File: config.mk
export PLATFORM = sky130hd
export DESIGN_NAME = led_pattern_sequencer
export DESIGN_NICKNAME = d
export VERILOG_FILES = /design/src/lps_pkg.sv /design/src/lps_ram.sv /design/src/led_pattern_sequencer.sv
export SDC_FILE = /design/constraint.sdc
export NUM_CORES = 2
export LEC_CHECK = 0
export BUFFER_PORTS_ARGS = -buffer_cell sky130_fd_sc_hd__clkbuf_2
export CORE_MARGIN = 4
export CORE_UTILIZATION = 40
export DETAILED_ROUTE_END_ITERATION = 16
export GPL_TIMING_DRIVEN = 0
export HOLD_SLACK_MARGIN = 0.03
export PLACE_DENSITY = 0.52
export SLEW_MARGIN = 20
export SYNTH_ARGS = -nofsm -noshare
export SYNTH_HDL_FRONTEND = slang
export SYNTH_SLANG_ARGS = --single-unit
File: constraint.sdc
create_clock -name clk -period 9.8 [get_ports clk]
set_input_delay 0.98 -clock clk [delete_from_list [all_inputs] [get_ports clk]]
set_output_delay 0.98 -clock clk [all_outputs]
set_load 0.05 [all_outputs]
File: src/lps_pkg.sv
// ----------------------------------------------------------------------------
// lps_pkg
// Shared widths, op codes and status codes for the LED pattern sequencer.
// ----------------------------------------------------------------------------
package lps_pkg;

  // Payload field widths
  localparam int OP_W        = 2;
  localparam int LED_W       = 16;
  localparam int HOLD_W      = 32;
  localparam int STATUS_W    = 2;
  localparam int ENTRY_CNT_W = 7;
  localparam int CUR_ENTRY_W = 6;

  // Configuration register
  localparam int LED_CNT_W   = 5;
  localparam int APB_ADDR_W  = 3;
  localparam int APB_DATA_W  = 32;

  // LEDs the drive logic can serve; an active LED count above this is clamped
  localparam int MAX_LEDS    = 16;

  // Table depth default
  localparam int TABLE_DEPTH = 64;

  // Op codes
  localparam logic [OP_W-1:0] OP_APPEND = 2'd0;
  localparam logic [OP_W-1:0] OP_CLEAR  = 2'd1;
  localparam logic [OP_W-1:0] OP_TICK   = 2'd2;

  // Status codes
  localparam logic [STATUS_W-1:0] ST_OK        = 2'd0;
  localparam logic [STATUS_W-1:0] ST_ZERO_HOLD = 2'd1;
  localparam logic [STATUS_W-1:0] ST_FULL      = 2'd2;

  // Register word index (paddr[2])
  localparam logic REG_ACTIVE_LEDS = 1'b0;

  typedef logic [LED_W-1:0]  pattern_t;
  typedef logic [HOLD_W-1:0] hold_t;

  // One table entry as stored in RAM
  typedef struct packed {
    hold_t    hold;
    pattern_t pattern;
  } entry_t;

endpackage

File: src/lps_ram.sv
// ----------------------------------------------------------------------------
// lps_ram
// Generic single-write, single-read RAM with registered read data.
// ----------------------------------------------------------------------------
module lps_ram #(
  parameter int WIDTH = 8,
  parameter int DEPTH = 16
) (
  input  logic                     clk,
  input  logic                     we,
  input  logic [$clog2(DEPTH)-1:0] waddr,
  input  logic [WIDTH-1:0]         wdata,
  input  logic [$clog2(DEPTH)-1:0] raddr,
  output logic [WIDTH-1:0]         rdata
);

  logic [WIDTH-1:0] mem [DEPTH];
  logic [WIDTH-1:0] rdata_r;

  always_ff @(posedge clk) begin
    if (we) begin
      mem[waddr] <= wdata;
    end
    rdata_r <= mem[raddr];
  end

  assign rdata = rdata_r;

endmodule

File: src/led_pattern_sequencer.sv
// ----------------------------------------------------------------------------
// led_pattern_sequencer
// Plays a table of LED patterns, each held for a number of ticks.
// ----------------------------------------------------------------------------
//
//  channel  ports                                   handshake
//  -------  --------------------------------------  -------------------------
//  input    in_op, in_led_pattern, in_hold_ticks    start high, busy low
//  result   out_led_out, out_status, out_running,   out_valid, one cycle,
//           out_entry_count, out_current_entry      no backpressure
//  config   psel, penable, pwrite, paddr, pwdata,   APB, pready tied high
//           prdata, pready
//
// One item per clock; busy never rises. The result of an item shows on the
// cycle after its beat. The entry after the current one is prefetched
// through the RAM's registered read port, so a step to the next entry needs
// no wait. rst_n is synchronous and clears control state only; table
// contents are undefined until appended. The receiver cannot stall.
// ----------------------------------------------------------------------------
module led_pattern_sequencer #(
  parameter int TABLE_DEPTH = lps_pkg::TABLE_DEPTH
) (
  input  logic                           clk,
  input  logic                           rst_n,
  // input channel
  input  logic                           start,
  output logic                           busy,
  input  logic [lps_pkg::OP_W-1:0]       in_op,
  input  logic [lps_pkg::LED_W-1:0]      in_led_pattern,
  input  logic [lps_pkg::HOLD_W-1:0]     in_hold_ticks,
  // result channel
  output logic                           out_valid,
  output logic [lps_pkg::LED_W-1:0]      out_led_out,
  output logic [lps_pkg::STATUS_W-1:0]   out_status,
  output logic                           out_running,
  output logic [lps_pkg::ENTRY_CNT_W-1:0] out_entry_count,
  output logic [lps_pkg::CUR_ENTRY_W-1:0] out_current_entry,
  // configuration
  input  logic                           psel,
  input  logic                           penable,
  input  logic                           pwrite,
  input  logic [lps_pkg::APB_ADDR_W-1:0] paddr,
  input  logic [lps_pkg::APB_DATA_W-1:0] pwdata,
  output logic [lps_pkg::APB_DATA_W-1:0] prdata,
  output logic                           pready
);

  localparam int IDX_W = $clog2(TABLE_DEPTH);
  localparam int CNT_W = $clog2(TABLE_DEPTH + 1);
  localparam int ENT_W = $bits(lps_pkg::entry_t);

  // Control state
  logic [CNT_W-1:0]               stored_r, stored_nxt;
  logic [IDX_W-1:0]               cursor_r, cursor_nxt;
  lps_pkg::hold_t                 ticks_r, ticks_nxt;
  logic                           playing_r, playing_nxt;
  logic [lps_pkg::LED_CNT_W-1:0]  active_leds_r;
  logic                           out_valid_r;
  logic                           byp_hit_r, byp_hit_nxt;

  // Payload state
  lps_pkg::pattern_t              cur_pat_r, cur_pat_nxt;
  lps_pkg::entry_t                e0_r, e0_nxt;
  lps_pkg::entry_t                byp_data_r;

  logic [lps_pkg::LED_W-1:0]       led_out_r;
  logic [lps_pkg::STATUS_W-1:0]    status_r, status_nxt;
  logic                            running_r;
  logic [lps_pkg::ENTRY_CNT_W-1:0] entry_count_r;
  logic [lps_pkg::CUR_ENTRY_W-1:0] current_entry_r;

  // RAM port signals
  logic                 ram_we;
  logic [IDX_W-1:0]     ram_waddr, ram_raddr;
  lps_pkg::entry_t      ram_wdata, ram_rdata, next_entry;

  logic                 accept, is_append, append_ok, hold_zero, table_full;
  logic                 wrap;
  lps_pkg::hold_t       ticks_dec;
  logic [lps_pkg::LED_W-1:0] led_mask;
  logic                 cfg_wr;

  assign busy   = 1'b0;
  assign pready = 1'b1;
  assign accept = start && !busy;

  assign is_append  = accept && (in_op == lps_pkg::OP_APPEND);
  assign hold_zero  = (in_hold_ticks == '0);
  assign table_full = (stored_r >= CNT_W'(TABLE_DEPTH));
  assign append_ok  = is_append && !hold_zero && !table_full;

  // Entry after the cursor: bypass when it was written in the fetch cycle
  assign next_entry = byp_hit_r ? byp_data_r : ram_rdata;
  assign wrap       = ((CNT_W'(cursor_r) + CNT_W'(1)) >= stored_r);
  assign ticks_dec  = (ticks_r != '0) ? (ticks_r - lps_pkg::hold_t'(1)) : ticks_r;

  always_comb begin
    stored_nxt  = stored_r;
    cursor_nxt  = cursor_r;
    ticks_nxt   = ticks_r;
    playing_nxt = playing_r;
    cur_pat_nxt = cur_pat_r;
    e0_nxt      = e0_r;
    status_nxt  = lps_pkg::ST_OK;

    if (accept) begin
      unique case (in_op)
        lps_pkg::OP_APPEND: begin
          if (hold_zero) begin
            status_nxt = lps_pkg::ST_ZERO_HOLD;
          end else if (table_full) begin
            status_nxt = lps_pkg::ST_FULL;
          end else begin
            stored_nxt = stored_r + CNT_W'(1);
            // Idle table is empty, so the new entry is entry 0
            if (!playing_r) begin
              playing_nxt    = 1'b1;
              cursor_nxt     = '0;
              ticks_nxt      = in_hold_ticks;
              cur_pat_nxt    = in_led_pattern;
              e0_nxt.hold    = in_hold_ticks;
              e0_nxt.pattern = in_led_pattern;
            end
          end
        end
        lps_pkg::OP_CLEAR: begin
          playing_nxt = 1'b0;
          stored_nxt  = '0;
          cursor_nxt  = '0;
          ticks_nxt   = '0;
        end
        lps_pkg::OP_TICK: begin
          if (playing_r && (stored_r != '0)) begin
            if (ticks_dec == '0) begin
              if (wrap) begin
                cursor_nxt  = '0;
                ticks_nxt   = e0_r.hold;
                cur_pat_nxt = e0_r.pattern;
              end else begin
                cursor_nxt  = cursor_r + IDX_W'(1);
                ticks_nxt   = next_entry.hold;
                cur_pat_nxt = next_entry.pattern;
              end
            end else begin
              ticks_nxt = ticks_dec;
            end
          end
        end
        default: begin
          // unused op: report state only
        end
      endcase
    end
  end

  // Prefetch the entry after the next cursor
  assign ram_raddr = (cursor_nxt == IDX_W'(TABLE_DEPTH - 1)) ? '0
                                                             : cursor_nxt + IDX_W'(1);
  assign ram_we    = append_ok;
  assign ram_waddr = stored_r[IDX_W-1:0];
  assign ram_wdata = '{hold: in_hold_ticks, pattern: in_led_pattern};
  assign byp_hit_nxt = ram_we && (ram_waddr == ram_raddr);

  lps_ram #(
    .WIDTH (ENT_W),
    .DEPTH (TABLE_DEPTH)
  ) u_table (
    .clk   (clk),
    .we    (ram_we),
    .waddr (ram_waddr),
    .wdata (ram_wdata),
    .raddr (ram_raddr),
    .rdata (ram_rdata)
  );

  // Drive off LEDs at or above the clamped count
  always_comb begin
    for (int i = 0; i < lps_pkg::LED_W; i++) begin
      led_mask[i] = (lps_pkg::LED_CNT_W'(i) < active_leds_r) && (i < lps_pkg::MAX_LEDS);
    end
  end

  assign cfg_wr = psel && penable && pwrite && pready;
  assign prdata = {{(lps_pkg::APB_DATA_W - lps_pkg::LED_CNT_W){1'b0}}, active_leds_r};

  always_ff @(posedge clk) begin
    if (!rst_n) begin
      stored_r      <= '0;
      cursor_r      <= '0;
      ticks_r       <= '0;
      playing_r     <= 1'b0;
      active_leds_r <= '0;
      out_valid_r   <= 1'b0;
      byp_hit_r     <= 1'b0;
    end else begin
      stored_r    <= stored_nxt;
      cursor_r    <= cursor_nxt;
      ticks_r     <= ticks_nxt;
      playing_r   <= playing_nxt;
      out_valid_r <= accept;
      byp_hit_r   <= byp_hit_nxt;
      if (cfg_wr && (paddr[2] == lps_pkg::REG_ACTIVE_LEDS)) begin
        active_leds_r <= pwdata[lps_pkg::LED_CNT_W-1:0];
      end
    end
  end

  always_ff @(posedge clk) begin
    cur_pat_r       <= cur_pat_nxt;
    e0_r            <= e0_nxt;
    byp_data_r      <= ram_wdata;
    status_r        <= status_nxt;
    led_out_r       <= playing_nxt ? (cur_pat_nxt & led_mask) : '0;
    running_r       <= playing_nxt;
    entry_count_r   <= lps_pkg::ENTRY_CNT_W'(stored_nxt);
    current_entry_r <= playing_nxt ? lps_pkg::CUR_ENTRY_W'(cursor_nxt) : '0;
  end

  assign out_valid         = out_valid_r;
  assign out_led_out       = led_out_r;
  assign out_status        = status_r;
  assign out_running       = running_r;
  assign out_entry_count   = entry_count_r;
  assign out_current_entry = current_entry_r;

endmodule
==> run_summary.xml <==
<?xml version="1.0" encoding="UTF-8"?>
<metrics>
  <group name="logic_synthesis">
    <metric name="synth_largest_type_area_fraction" unit="%">69.6</metric>
    <metric name="fraction_of_registers_with_async_set_reset" unit="%">0</metric>
    <metric name="post_synth_most_frequent_cells" unit="">3,120 x edfxtp_1, 1,141 x mux2i_1, 1,014 x nand2_1, 867 x a21oi_1, 465 x o22ai_1</metric>
    <metric name="ys.warnings.count" unit="">0</metric>
    <metric name="postSynthAreaPerCell" unit="um^2">14.6</metric>
    <metric name="netlist_top_cells_area" unit="">edfxtp_1 70%, mux2i_1 8.5%, a21oi_1 3.2%</metric>
    <metric name="syn_inst" unit="">9235</metric>
    <metric name="synth_area_leader_cell" unit="">edfxtp_1</metric>
    <metric name="synth-main-ff-cell" unit="">edfxtp_1</metric>
    <metric name="synthDistinctLibCells" unit="">83</metric>
    <metric name="seq_area_frac_synth" unit="%">72.5</metric>
    <metric name="synth_enable_flop_cells" unit="">3120</metric>
    <metric name="synthesis.area" unit="mm^2">0.135</metric>
    <metric name="synth_seq_cells" unit="">3317</metric>
    <metric name="synth.most_common_cell" unit="">edfxtp_1</metric>
  </group>
  <group name="layout">
    <metric name="syn2layout_area_growth" unit="%">20.0</metric>
    <metric name="final_cell_area" unit="mm^2">0.161</metric>
    <metric name="design.final.nets" unit="">10143</metric>
    <metric name="n_fill_cell" unit="">28554</metric>
    <metric name="drive_above_1_share" unit="%">15.9</metric>
  </group>
  <group name="grt">
    <metric name="gr-total-overflow" unit="">0</metric>
    <metric name="grt-busiest-layer" unit="">met2</metric>
    <metric name="grt_use_met3" unit="%">8.09</metric>
    <metric name="grt_start_max_net_pins" unit="">69</metric>
    <metric name="grt_use_met2" unit="%">50.5</metric>
    <metric name="grt_pass1_vias" unit="">86843</metric>
    <metric name="grt_antenna_before_repair" unit="">94</metric>
    <metric name="grt_first_pass_wirelength" unit="mm">784</metric>
    <metric name="grt_use_met1" unit="%">44.2</metric>
    <metric name="grt_use_total" unit="%">33.3</metric>
  </group>
  <group name="place">
    <metric name="detailedPlacementHpwl" unit="mm">433</metric>
    <metric name="placed_cell_area" unit="mm^2">0.149</metric>
    <metric name="io_buffers" unit="">98</metric>
    <metric name="finalWeightedCongestion" unit="">1.02</metric>
  </group>
  <group name="detailed_routing">
    <metric name="drt_iter0_markers" unit="">13923</metric>
    <metric name="vias_per_cell" unit="">6.29</metric>
    <metric name="antenna_violating_nets_post_route" unit="">0</metric>
    <metric name="routedWlPerCell" unit="um">40.3</metric>
    <metric name="detail_route.first_pass.iterations" unit="">6</metric>
    <metric name="drc" unit="">0</metric>
    <metric name="routed-via-count" unit="">92923</metric>
    <metric name="drt-total-wl" unit="mm">596</metric>
  </group>
  <group name="status">
    <metric name="run_status" unit="">complete, but fails checks</metric>
    <metric name="failed_checks" unit="">negative setup slack</metric>
  </group>
  <group name="critical_path">
    <metric name="data_arrival_time_of_the_critical_path" unit="ps">10770</metric>
    <metric name="required_worst_endpoint" unit="ps">10590</metric>
    <metric name="regToRegEndpoint" unit="">u_table.rdata[11]</metric>
    <metric name="critical_path.reg2reg.startpoint" unit="">ticks_r[1]</metric>
    <metric name="cpPeakStageDelay" unit="ps">890</metric>
    <metric name="timing.reg2reg.worst_path_depth" unit="">25</metric>
    <metric name="worst_setup_path_end_kind" unit="">register</metric>
    <metric name="crit_path_start_kind" unit="">register</metric>
    <metric name="critical_path_peak_fanout" unit="">10</metric>
    <metric name="path_delay_family" unit="">simple AND/OR/NAND/NOR gates</metric>
    <metric name="path_buf_inv" unit="">9</metric>
    <metric name="worst_path_max_delay_cell" unit="">xnor2_2</metric>
    <metric name="reg2reg_setup_slack" unit="ps">-170</metric>
    <metric name="critPathKind" unit="">reg2reg</metric>
  </group>
  <group name="clock_network">
    <metric name="clock_path_buffers" unit="">4</metric>
    <metric name="ctsRootBufferMaster" unit="">clkbuf_16</metric>
    <metric name="post_cts_repair_setup_buffers" unit="">0</metric>
    <metric name="clock_sinks" unit="">3317</metric>
    <metric name="clock_tree_from_tritoncts" unit="">built</metric>
    <metric name="ctsHtreeMaxLevel" unit="">5</metric>
    <metric name="clk_latency" unit="ps">980</metric>
    <metric name="cts.reportedPaths.clkPinSlew" unit="ps">60</metric>
    <metric name="holdBufCountCts" unit="">0</metric>
    <metric name="cts_made_buffers" unit="">360</metric>
  </group>
  <group name="die">
    <metric name="dieHeight" unit="um">588</metric>
    <metric name="placeableCoreArea" unit="mm^2">0.334</metric>
    <metric name="start_util" unit="%">40.3</metric>
    <metric name="die_w" unit="um">588</metric>
    <metric name="dieArea" unit="mm^2">0.346</metric>
    <metric name="core.rowCount" unit="">212</metric>
    <metric name="design.portCount" unit="">158</metric>
  </group>
  <group name="power_and_ir_drop">
    <metric name="cellLeakagePower" unit="nW">50.0</metric>
    <metric name="ir_drop" unit="mV">0.135</metric>
    <metric name="fin_total_pwr" unit="mW">29.8</metric>
    <metric name="power.density_cell_area" unit="mW/mm^2">184</metric>
  </group>
  <group name="sta">
    <metric name="fin_worst_skew" unit="ps">61.8</metric>
    <metric name="fin_ws" unit="ps">-174</metric>
    <metric name="maxClockFrequency" unit="MHz">100</metric>
    <metric name="drv_slew" unit="">0</metric>
    <metric name="rsz0062_at_grt" unit="">yes</metric>
    <metric name="final_min_period_over_clock_period" unit="%">102</metric>
    <metric name="worst_slew_pin_slew" unit="ps">1290</metric>
    <metric name="fin_crit" unit="ps">9970</metric>
    <metric name="fin_tns_setup" unit="ps">-382</metric>
    <metric name="slew_headroom" unit="%">14.0</metric>
    <metric name="finalHoldViolCount" unit="">0</metric>
    <metric name="number_of_setup_violations_in_the_final_report" unit="">6</metric>
  </group>
  <group name="run">
    <metric name="cap_viol_max_count" unit="">0</metric>
  </group>
  <group name="hold_path">
    <metric name="timing.hold.worst.start" unit="">in_hold_ticks[18]</metric>
    <metric name="worstHoldEndpoint" unit="">u_table.mem[59][34]</metric>
    <metric name="worst_hold_path.num_cells" unit="">1</metric>
    <metric name="hold_path_class" unit="">in2reg</metric>
  </group>
</metrics>
## final cells by class
class | count | area [um^2] | area share [%]
clock buffer | 451 | 9540 | 5.91
buffer | 688 | 3390 | 2.10
tap | 4387 | 5490 | 3.40
antenna | 69 | 173 | 0.107
clock inverter | 198 | 1860 | 1.15
multi-input combinational | 5232 | 36300 | 22.5
timing repair buffer | 414 | 7050 | 4.37
inverter | 23 | 88.8 | 0.0550
sequential | 3317 | 97600 | 60.5
## worst reg2reg max path, delay by kind of cell (launching register included)
kind | cells | cell delay, ps
simple gates | 8 | 3030
buf+inv | 9 | 2550
compound gates | 5 | 2490
xor+xnor | 1 | 900
fa+ha+maj | 2 | 550
flops | 1 | 300
## how the worst max path moves through the flow
stage                      startpoint           endpoint  slack (ps)  depth (start not counted)
floorplan                  ticks_r[1]  u_table.rdata[10]        2440                         26
global placement    in_hold_ticks[16]  u_table.rdata[30]       -6440                         23
detailed placement         ticks_r[1]  u_table.rdata[47]       -2890                         26
CTS                        ticks_r[1]  u_table.rdata[38]           3                         26
global route               ticks_r[1]  u_table.rdata[37]         -60                         28
finish                     ticks_r[1]  u_table.rdata[11]        -170                         25
## report_power, final
group	switching, mW	internal [mW]
sequential	0.0324	15.5
combinational	0.615	0.189
clock	5.78	7.64
## registers in the layout, indices dropped and copies added, names as in the netlist, 2 cells and up
signal	count
out_led_out	16
stored_r	7
active_leds_r	5
cur_pat_r	16
e0_r	48
cursor_r	6
byp_data_r	48
u_table.mem	3072
out_current_entry	6
out_status	2
out_entry_count	7
ticks_r	32
u_table.rdata	48
## layer usage
metal | share of wire (%) | vias to the layer above
met5 | 0.053 | -
met4 | 6.5 | 48
met3 | 11 | 1172
met2 | 44 | 5849
met1 | 39 | 47958
li1 | - | 37896
## metrics by stage
step	cells	hold WS [ps]	setup slack (ps)	utilization [%]
after floorplan	9262	456	2440	-
after global placement	13747	510	-6440	42.1
after detailed placement	14062	496	-2890	44.5
after CTS	14710	214	2.61	48.2
after global routing	14745	246	-56.2	48.3
final	14779	271	-174	48.3
## cell families after synthesis
logic type	synth area share, %
flops	72.5
compound gates	10.3
simple gates	5.91
other cells	0.00558
fa+ha+maj	0.149
mux	8.57
buf+inv	2.34
xor+xnor	0.187
## timing repair
action,4_1_cts,5_1_grt
hold endpoints to repair,0,0
setup endpoints to repair,49,48
gates resized for setup,271,50
## cell usage in the layout, fill, tap and decap left out, drive strengths merged, types with 69 or more instances in the layout
cell type	synthesis	layout
nand3	82	82
clkbuf	397	945
nor4	189	189
o21ai	297	297
a21oi	868	868
buf	293	596
diode	0	69
dfxtp	197	197
nand2	1016	1016
o221ai	147	147
nor2	191	191
a221oi	130	130
o22ai	465	465
edfxtp	3120	3120
nor3	118	118
mux2i	1141	1141
clkinv	3	151
(Power assumes the default switching activity.)
